File: config.mk
export PLATFORM = sky130hd
export DESIGN_NAME = smmc_ctrl
export DESIGN_NICKNAME = d
export VERILOG_FILES = /design/src/design/smmc_pkg.sv /design/src/design/smmc_ctrl.sv
export SDC_FILE = /design/constraint.sdc
export NUM_CORES = 1
export LEC_CHECK = 0
export BUFFER_PORTS_ARGS = -buffer_cell sky130_fd_sc_hd__buf_2
export CORE_MARGIN = 2
export CORE_UTILIZATION = 40
export DETAILED_ROUTE_END_ITERATION = 8
export SLEW_MARGIN = 15
export SYNTH_ARGS = -nofsm -noshare
export SYNTH_HDL_FRONTEND = slang
export SYNTH_SLANG_ARGS = --single-unit
File: constraint.sdc
create_clock -name clk_i -period 14 [get_ports clk_i]
set_input_delay 2.8 -clock clk_i [delete_from_list [all_inputs] [get_ports clk_i]]
set_output_delay 2.8 -clock clk_i [all_outputs]
set_load 0.01 [all_outputs]
File: src/design/smmc_pkg.sv
// shared types and constants for the stone merge min cost unit
package smmc_pkg;

  // row capacity
  localparam int MAX_PILES = 16;

  // widths, most derived from capacity
  localparam int CNT_W = $clog2(MAX_PILES + 1);
  localparam int IDX_W = $clog2(MAX_PILES);
  localparam int W_W   = 16;
  localparam int PS_W  = W_W + CNT_W;
  localparam int CW    = 32;
  localparam int CT_AW = 2 * IDX_W;

  // result field widths
  localparam int OUT_COST_W = 24;
  localparam int OUT_CNT_W  = 5;
  localparam logic [CW-1:0] COST_MAX = CW'(24'hFFFFFF);

  // sequencer states
  typedef enum logic [2:0] {
    ST_IDLE,
    ST_RUN,
    ST_DRAIN,
    ST_WRITE,
    ST_DONE
  } state_e;

  // prefix sum memory request
  typedef struct packed {
    logic             we;
    logic [CNT_W-1:0] waddr;
    logic [PS_W-1:0]  wdata;
    logic             re;
    logic [CNT_W-1:0] raddr_hi;
    logic [CNT_W-1:0] raddr_lo;
  } ps_req_t;

  // cost table memory request
  typedef struct packed {
    logic             we;
    logic [CT_AW-1:0] waddr;
    logic [CW-1:0]    wdata;
    logic             re;
    logic [CT_AW-1:0] raddr_a;
    logic [CT_AW-1:0] raddr_b;
  } ct_req_t;

  // finished row result
  typedef struct packed {
    logic                  valid;
    logic [OUT_COST_W-1:0] cost;
    logic [OUT_CNT_W-1:0]  count;
    logic                  ovf;
  } res_t;

endpackage

File: src/design/smmc_ctrl.sv
// row loader and interval sequencer with the shared add-compare unit
module smmc_ctrl
  import smmc_pkg::*;
(
  input  logic            clk_i,
  input  logic            rst_ni,
  input  logic            in_valid_i,
  input  logic [W_W-1:0]  in_weight_i,
  input  logic            in_last_i,
  output logic            in_ready_o,
  input  logic            res_ready_i,
  output res_t            res_o,
  output ps_req_t         ps_req_o,
  input  logic [PS_W-1:0] ps_rdata_hi_i,
  input  logic [PS_W-1:0] ps_rdata_lo_i,
  output ct_req_t         ct_req_o,
  input  logic [CW-1:0]   ct_rdata_a_i,
  input  logic [CW-1:0]   ct_rdata_b_i
);

  state_e state_q, state_d;

  logic [CNT_W-1:0] cnt_q, n_q, len_q;
  logic             drop_q, row_drop_q;
  logic [PS_W-1:0]  psum_q;
  logic [IDX_W-1:0] a_q, k_q, b_q;
  logic             v_q, first_q, adiag_q, bdiag_q, azero_q;
  logic [CW-1:0]    best_q, cost_q;

  logic             accept, keep, k_end, row_more, final_wr, issue;
  logic [CNT_W-1:0] n_new;
  logic [IDX_W-1:0] k_next;
  logic [PS_W-1:0]  span;
  logic [CW-1:0]    sum, wr_cost, a_val, b_val;

  assign accept   = in_valid_i && in_ready_o;
  assign keep     = cnt_q < CNT_W'(MAX_PILES);
  assign n_new    = keep ? cnt_q + 1'b1 : cnt_q;
  assign k_next   = k_q + 1'b1;
  assign k_end    = ({1'b0, k_q} + 1'b1) == {1'b0, b_q};
  assign row_more = (CNT_W'(b_q) + 1'b1) < n_q;
  assign final_wr = len_q == n_q;

  // span weight and new interval cost
  assign span    = ps_rdata_hi_i - (azero_q ? '0 : ps_rdata_lo_i);
  assign wr_cost = best_q + CW'(span);

  // sub-costs, diagonal entries read as zero
  assign a_val = adiag_q ? '0 : ct_rdata_a_i;
  assign b_val = bdiag_q ? '0 : ct_rdata_b_i;
  assign sum   = a_val + b_val;

  // next state
  always_comb begin
    state_d = state_q;
    case (state_q)
      ST_IDLE: begin
        if (accept && in_last_i) begin
          state_d = (n_new == CNT_W'(1)) ? ST_DONE : ST_RUN;
        end
      end
      ST_RUN: begin
        if (k_end) state_d = ST_DRAIN;
      end
      ST_DRAIN: state_d = ST_WRITE;
      ST_WRITE: state_d = final_wr ? ST_DONE : ST_RUN;
      ST_DONE: begin
        if (res_ready_i) state_d = ST_IDLE;
      end
      default: state_d = ST_IDLE;
    endcase
  end

  // outputs
  always_comb begin
    in_ready_o = 1'b0;
    issue      = 1'b0;
    res_o      = '0;
    ps_req_o   = '0;
    ct_req_o   = '0;
    ps_req_o.waddr    = cnt_q + 1'b1;
    ps_req_o.wdata    = psum_q + PS_W'(in_weight_i);
    ps_req_o.raddr_hi = CNT_W'(b_q) + 1'b1;
    ps_req_o.raddr_lo = CNT_W'(a_q);
    ct_req_o.waddr    = {a_q, b_q};
    ct_req_o.wdata    = wr_cost;
    ct_req_o.raddr_a  = {a_q, k_q};
    ct_req_o.raddr_b  = {k_next, b_q};
    res_o.cost  = (cost_q > COST_MAX) ? OUT_COST_W'(COST_MAX) : cost_q[OUT_COST_W-1:0];
    res_o.count = OUT_CNT_W'(n_q);
    res_o.ovf   = row_drop_q || (cost_q > COST_MAX);
    case (state_q)
      ST_IDLE: begin
        in_ready_o  = 1'b1;
        ps_req_o.we = in_valid_i && keep;
      end
      ST_RUN: begin
        issue       = 1'b1;
        ct_req_o.re = 1'b1;
        ps_req_o.re = k_q == a_q;
      end
      ST_WRITE: ct_req_o.we = 1'b1;
      ST_DONE:  res_o.valid = 1'b1;
      default: ;
    endcase
  end

  // state and sequencer registers
  always_ff @(posedge clk_i or negedge rst_ni) begin
    if (!rst_ni) begin
      state_q    <= ST_IDLE;
      cnt_q      <= '0;
      drop_q     <= 1'b0;
      psum_q     <= '0;
      n_q        <= '0;
      row_drop_q <= 1'b0;
      len_q      <= '0;
      a_q        <= '0;
      k_q        <= '0;
      b_q        <= '0;
      cost_q     <= '0;
    end else begin
      state_q <= state_d;
      case (state_q)
        ST_IDLE: begin
          if (accept) begin
            if (in_last_i) begin
              cnt_q      <= '0;
              drop_q     <= 1'b0;
              psum_q     <= '0;
              n_q        <= n_new;
              row_drop_q <= drop_q || !keep;
              len_q      <= CNT_W'(2);
              a_q        <= '0;
              k_q        <= '0;
              b_q        <= IDX_W'(1);
              cost_q     <= '0;
            end else if (keep) begin
              cnt_q  <= n_new;
              psum_q <= ps_req_o.wdata;
            end else begin
              drop_q <= 1'b1;
            end
          end
        end
        ST_RUN: begin
          if (!k_end) k_q <= k_next;
        end
        ST_WRITE: begin
          if (final_wr) begin
            cost_q <= wr_cost;
          end else if (row_more) begin
            a_q <= a_q + 1'b1;
            k_q <= a_q + 1'b1;
            b_q <= b_q + 1'b1;
          end else begin
            len_q <= len_q + 1'b1;
            a_q   <= '0;
            k_q   <= '0;
            b_q   <= IDX_W'(len_q);
          end
        end
        default: ;
      endcase
    end
  end

  // read tracking for the add-compare stage
  always_ff @(posedge clk_i or negedge rst_ni) begin
    if (!rst_ni) begin
      v_q <= 1'b0;
    end else begin
      v_q <= issue;
    end
  end

  // flags that travel with each read
  always_ff @(posedge clk_i) begin
    if (issue) begin
      first_q <= k_q == a_q;
      adiag_q <= k_q == a_q;
      bdiag_q <= k_next == b_q;
    end
    if (ps_req_o.re) begin
      azero_q <= a_q == '0;
    end
  end

  // running minimum over split points
  always_ff @(posedge clk_i) begin
    if (v_q) begin
      if (first_q || (sum < best_q)) begin
        best_q <= sum;
      end
    end
  end

endmodule

==> summary.txt, run 1 <==
DR WL/cell - 16.2 um
Buffers on Ports - 253
layout cells sized above 1 - 20.6%
leading cell type in the layout, fill and taps excluded - buf_2
die area - 31600 um^2
drt drc - 0
hold depth - 2
Overall Global Routing Usage - 21.2%
CTS resizes - 0
Hold/Removal Path Class - reg2reg
worst path arrival time - 7.39 ns
worst vdd ir - 97.1 uV
Worst Setup Path Type - in2out
largest net degree at the start of global routing - 80
initial antenna violation count - 0
drt initial violations - 601
initial core utilization - 40.7%
Antenna diodes - 0
maximum clock frequency - 0.0981 GHz
TritonCTS buffer count - 17
synth warn - 0
leakage - 0.00708 uW
largest family of logic cells by synthesized area - simple AND/OR/NAND/NOR gates
Yosys reg bits - 121
num rows - 63
startpoint types - input pin
Async S/R FF share, synth - 71.1%
num ports - 255
Post-Synthesis Mean Instance Area - 8.32 um^2
CTS Hold Bufs - 0
core area - 29600 um^2
Yosys top cell by area - dfrtp_1
TNS Setup - 0 ns
GPL Wtd Cong - 0.907
mux contribution to synthesized area - 1.56%
DR pass1 iterations - 6
Max-Cap Viols - 0
postcts setup bufs - 0
RSZ-0062 raised after global routing - false
Syn Nets - 1711
H-tree depth - 4
register area share after synthesis - 26.6%
Setup violations, final - 0
simple-gate area share of the yosys netlist - 22.7%
# clock sinks - 121
crit share post-route - 72.8%
commonest register cell after synthesis - dfrtp_1
Layout area overhead - 17.5%
CP Capture Type - primary output
first-pass GRT wire length - 53900 um
Post-synth EDFFs - 35
deepest clock path buffer count - 2
Slew headroom - 29.3%
hpwl dp - 26400 um
CP peak stage delay - 0.55 ns
vias per inst - 5.42
Adder-Cell Fraction of Synth Area - 14.1%
grt ovf - 0
design area - 14200 um^2
CP Max Fanout - 7
CP cell instances - buf_2 -> nor2b_1 -> ha_1 -> fa_1 -> nor2b_1 -> o21ai_0 -> a21boi_0 -> o21ai_0 -> nand3b_1 -> a41oi_1 -> xnor2_1 -> ha_1 -> and3_1 -> and2_1 -> nand2_1 -> a211oi_1 -> o21ai_1 -> xnor2_1 -> buf_2
Cells after Synth - 1450
status - completed
clk_skew - 0.0104 ns
Die Height - 178 um
Synth area leaders - dfrtp_1 (18%), ha_1 (13%), edfxtp_1 (8.7%)
vias in the first global route - 10593
TritonCTS clock tree - yes
Root Driver - clkbuf_16
Synth Area in XOR/XNOR - 8.13%
delay-heaviest family, CP - compound AO/OA/AOI/OAI gates
nets@finish - 1920
vias after detailed routing - 11184
Crit-path slowest cell - a211oi_1
Final min period - 10.19 ns
commonest non-fill, non-tap cells in the layout - buf_2 (252), ha_1 (130), nand2_1 (110)
Tot Pwr - 3640 uW
routed wire length - 33500 um
post-route ant nets - 0
Cell Area, Placed - 13600 um^2
Synth Area in Compound Gates - 21.4%
Chip Width - 178 um
critical path depth - 19
PwrDens - 257 nW/um^2
Worst Reg-to-Reg Cells - 19
clock-pin slew on the worst setup and hold paths - 0.06 ns
Clk Latency, worst-skew pair - 0.42 ns
Yosys top cell area share - 17.8%
count of cell types in the netlist - 80
worst path required time - 11.20 ns
Buf/Inv on CP - 2
synthesized cell area - 12100 um^2
Worst-Margin Slew - 1.06 ns
Max Slew Vio Count - 0
Final Hold Fails - 0
-- through the flow --
stage | util (%) | std cells | hold slack, ns | setup slack, ns
floorplan | - | 1450 | 0.431 | 4.96
global placement | 45.7 | 2029 | 0.454 | 3.93
detailed placement | 45.7 | 2029 | 0.465 | 3.85
CTS | 47.7 | 2061 | 0.479 | 3.84
global route | 47.8 | 2062 | 0.521 | 3.42
finish | 47.8 | 2062 | 0.469 | 3.81
-- tightest hold or removal path, cell delays in order, from the launching register on --
cell and delay (ns):
dfrtp_1 0.34, nand2_1 0.05, nand2_1 0.05
-- cell type report --
class / instances / area, um^2
Fill cell: 2940 / 15500
Clock inverter: 11 / 111
Inverter: 81 / 304
Clock buffer: 21 / 482
Multi-Input combinational cell: 1176 / 8230
Sequential cell: 121 / 3200
Tap cell: 390 / 488
Timing Repair Buffer: 262 / 1360
-- registers in the layout (all words and copies together) (netlist names) --
signal / count
azero_q: 1
a_q: 4
k_q: 4
state_q: 3
cnt_q: 5
best_q: 32
bdiag_q: 1
row_drop_q: 1
cost_q: 32
b_q: 4
adiag_q: 1
psum_q: 21
n_q: 5
len_q: 5
drop_q: 1
v_q: 1
-- synth_stat cells (all sizes together), types with 38 or more instances --
library cell and instances:
ha 130, nand2 110, nor2 96, a21oi 89, dfrtp 86, inv 81
xnor2 80, nor2b 74, o21ai 71, a21o 68, nand3 61, clkbuf 45
nand2b 38
-- per-layer routing --
layer / vias to the layer above / GRT usage [%] / wire [um]
met5: - / 0 / 0
met4: 0 / 6.05 / 599
met3: 38 / 2.34 / 1480
met2: 312 / 34.0 / 14900
met1: 5204 / 30.2 / 16500
li1: 5630 / - / -
-- worst paths after layout --
check                                            start                endpoint  slack, ns
min in group asynchronous                       rst_ni      n_q[3]$_DFFE_PN0P_       2.19
worst min register to register  row_drop_q$_DFFE_PN0P_  row_drop_q$_DFFE_PN0P_       0.47
worst max-delay path                  ps_rdata_lo_i[0]            ct_req_o[38]       3.81
max in group asynchronous                       rst_ni  cost_q[16]$_DFFE_PN0P_      10.85
worst max register to register       adiag_q$_DFFE_PP_    best_q[15]$_DFFE_PP_       8.28
worst min-delay path            row_drop_q$_DFFE_PN0P_  row_drop_q$_DFFE_PN0P_       0.47
-- logic make-up after synthesis --
logic type,count (synthesis)
adder cells (fa/ha/maj),134
multiplexers,18
AO/OA/AOI/OAI,384
XOR/XNOR,112
other,1
buffers and inverters,153
flip-flops,121
AND/OR/NAND/NOR,527
-- power by group --
part / leakage [uW] / total (uW) / switching (uW) / internal, uW
combinational: 0.00532 / 2520 / 1500 / 1020
sequential: 0.00148 / 682 / 137 / 544
clock: 0.000291 / 443 / 176 / 267
(Power assumes the default switching activity.)
==> run 2, diff against run 1 <==
- clock period: 14 -> 9.3 ns (I/O delays scaled with it)
==> run 2 against run 1 <==
Against the previous run: combinational power is 51% higher; die area did not move; largest power group unchanged; flip-flop and latch count unchanged; first-iteration DRC count is 18% higher; setup slack lost 2.8 ns; largest cell class unchanged; wire length grew 0.43%.
==> summary.txt, run 2 (synthesized netlist as in run 1, its figures left out) <==
clock-pin slew on the worst setup and hold paths - 0.06 ns (about the same)
placed cells - 2029 (unchanged)
Clk Latency, worst-skew pair - 0.42 ns (about the same)
drt drc - 0 (unchanged)
Worst Reg-to-Reg Cells - 19 (unchanged)
grt ovf - 0 (unchanged)
TritonCTS clock tree - yes (unchanged)
largest net degree at the start of global routing - 80 (unchanged)
Buffers on Ports - 253 (unchanged)
RSZ-0062 raised after global routing - false (unchanged)
CP Capture Type - primary output (unchanged)
Switching Share - 49.6% (was 49.7%)
Post-Layout Cell Count - 2061 (was 2062)
initial core utilization - 40.7% (unchanged)
CTS resizes - 0 (unchanged)
TNS Setup - 0 ns (unchanged)
Final min period - 8.30 ns
DR pass1 iterations - 5 (was 6)
FF+latch area - 3200 um^2 (unchanged)
hold depth - 2 (unchanged)
clk_skew - 0.0107 ns (was 0.0104 ns)
Root Driver - clkbuf_16 (unchanged)
Filler cells - 2936 (was 2940)
M2 GR Usage - 34.3% (was 34.0%)
die area - 31600 um^2 (unchanged)
CTS Hold Bufs - 0 (unchanged)
Clk pwr share - 12.3% (was 12.2%)
PwrDens - 389 nW/um^2 (was 257 nW/um^2)
CP Max Fanout - 7 (unchanged)
H-tree depth - 4 (unchanged)
worst path required time - 7.44 ns (was 11.20 ns)
# clock sinks - 121 (unchanged)
nets@finish - 1919 (was 1920)
Net Switching - 2730 uW (was 1810 uW)
vias after detailed routing - 11282 (was 11184)
Antenna diodes - 0 (unchanged)
Chip Width - 178 um (unchanged)
Gate power share - 69.0% (was 69.1%)
startpoint types - input pin (unchanged)
Slew headroom - 29.9% (was 29.3%)
Die Height - 178 um (unchanged)
Pint - 2780 uW (was 1830 uW)
first-pass GRT wire length - 54500 um (was 53900 um)
Largest regs - best_q: 32 flops, cost_q: 32 flops, psum_q: 21 flops (unchanged)
postcts setup bufs - 0 (unchanged)
Hold/Removal Path Class - reg2reg (unchanged)
initial antenna violation count - 0 (unchanged)
crit share post-route - 89.3%
met1 Resource Use GR - 29.9% (was 30.2%)
post-route setup slack - 0.997 ns (was 3.81 ns)
pre-CTS setup slack - 1.03 ns (was 3.85 ns)
final hold slack - 0.464 ns (was 0.469 ns)
Worst-Margin Slew - 1.05 ns (was 1.06 ns)
vias per inst - 5.47 (was 5.42)
Worst Setup Path Type - in2out (unchanged)
GPL Wtd Cong - 0.907 (about the same)
num rows - 63 (unchanged)
worst vdd ir - 144 uV (was 97.1 uV)
drt initial violations - 708 (was 601)
Max Slew Vio Count - 0 (unchanged)
layout cells sized above 1 - 20.6% (about the same)
routed wire length - 33600 um (was 33500 um)
post-route ant nets - 0 (unchanged)
layer with the highest usage - met2 (unchanged)
multi-input logic area - 8230 um^2 (unchanged)
core area - 29600 um^2 (unchanged)
TritonCTS buffer count - 17 (unchanged)
leading cell type in the layout, fill and taps excluded - buf_2 (unchanged)
Max-Cap Viols - 0 (unchanged)
Setup violations, final - 0 (unchanged)
Reg power frac - 18.6% (was 18.7%)
Layout area overhead - 17.4% (was 17.5%)
deepest clock path buffer count - 2 (unchanged)
vias in the first global route - 10621 (was 10593)
Final Hold Fails - 0 (unchanged)
hpwl dp - 26400 um (about the same)
commonest non-fill, non-tap cells in the layout - buf_2 (252), ha_1 (130), nand2_1 (110) (unchanged)
Tot Pwr - 5510 uW (was 3640 uW)
num ports - 255 (unchanged)
Overall Global Routing Usage - 21.4% (was 21.2%)
DR WL/cell - 16.3 um (was 16.2 um)
worst path arrival time - 6.44 ns (was 7.39 ns)
status - completed (unchanged)
leakage - 0.00708 uW (about the same)
met3 Use GR - 2.85% (was 2.34%)
maximum clock frequency - 0.120 GHz
==> run 2: changes by cell type in the layout (fill, tap and decap cells not counted) <==
cell	before	now
clkinv_4	4	5
buf_16	1	0
buf_4	9	8
inv_8	1	0
inv_4	0	1
clkbuf_8	2	1
clkinvlp_4	1	0
buf_6	0	1
bufinv_16	1	2
==> run 2: path summary, 6_finish.rpt <==
| check | start | endpoint | slack [ns] |
|---|---|---|---|
| worst max-delay path | ps_rdata_lo_i[0] | ct_req_o[38] | 1.0 |
| worst min-delay path | row_drop_q$_DFFE_PN0P_ | row_drop_q$_DFFE_PN0P_ | 0.46 |
| worst max register to register | adiag_q$_DFFE_PP_ | best_q[15]$_DFFE_PP_ | 3.65 |
| worst min register to register | row_drop_q$_DFFE_PN0P_ | row_drop_q$_DFFE_PN0P_ | 0.46 |
| max in group asynchronous | rst_ni | cost_q[22]$_DFFE_PN0P_ | 7.08 |
| min in group asynchronous | rst_ni | n_q[2]$_DFFE_PN0P_ | 1.25 |
==> run 2: layer usage <==
| metal | up-vias | wire length [um] |
|---|---|---|
| met2 | 300 | 15100 |
| met4 | 0 | 599 |
| met3 | 36 | 1610 |
| li1 | 5626 | - |
| met1 | 5320 | 16300 |
| met5 | - | 0 |
==> run 2: power by group through the flow <==
stage,logic (uW),clock network [uW],registers (uW)
2_1_floorplan,2640,0,955
4_1_cts,3800,690,1020
5_1_grt,4240,720,1060
3_5_place_dp,3780,0,1030
6_report,3800,679,1030
3_3_place_gp,3740,0,1020
==> run 2: cell type report <==
cell class / instances / share of cell area (%)
inverter: 81 / 2.15
clock buffer: 20 / 3.30
sequential: 121 / 22.6
multi-input combinational: 1176 / 58.1
tap: 390 / 3.45
clock inverter: 12 / 0.972
timing repair buffer: 261 / 9.41
==> run 2: worst max-delay path: stages <==
cell and delay (ns):
buf_2 0.09, nor2b_1 0.12, ha_1 0.23, fa_1 0.40
nor2b_1 0.12, o21ai_0 0.10, a21boi_0 0.48, o21ai_0 0.26
nand3b_1 0.17, a41oi_1 0.15, xnor2_1 0.18, ha_1 0.42
and3_1 0.21, and2_1 0.16, nand2_1 0.06, a211oi_1 0.58
o21ai_1 0.24, xnor2_1 0.40, buf_2 0.21
==> run 2: stage by stage <==
stage | util (%) | area [um^2]
2_1_floorplan | - | 12100
3_3_place_gp | 45.7 | 13600
3_5_place_dp | 45.7 | 13600
4_1_cts | 47.8 | 14200
5_1_grt | 47.8 | 14200
6_report | 47.8 | 14200
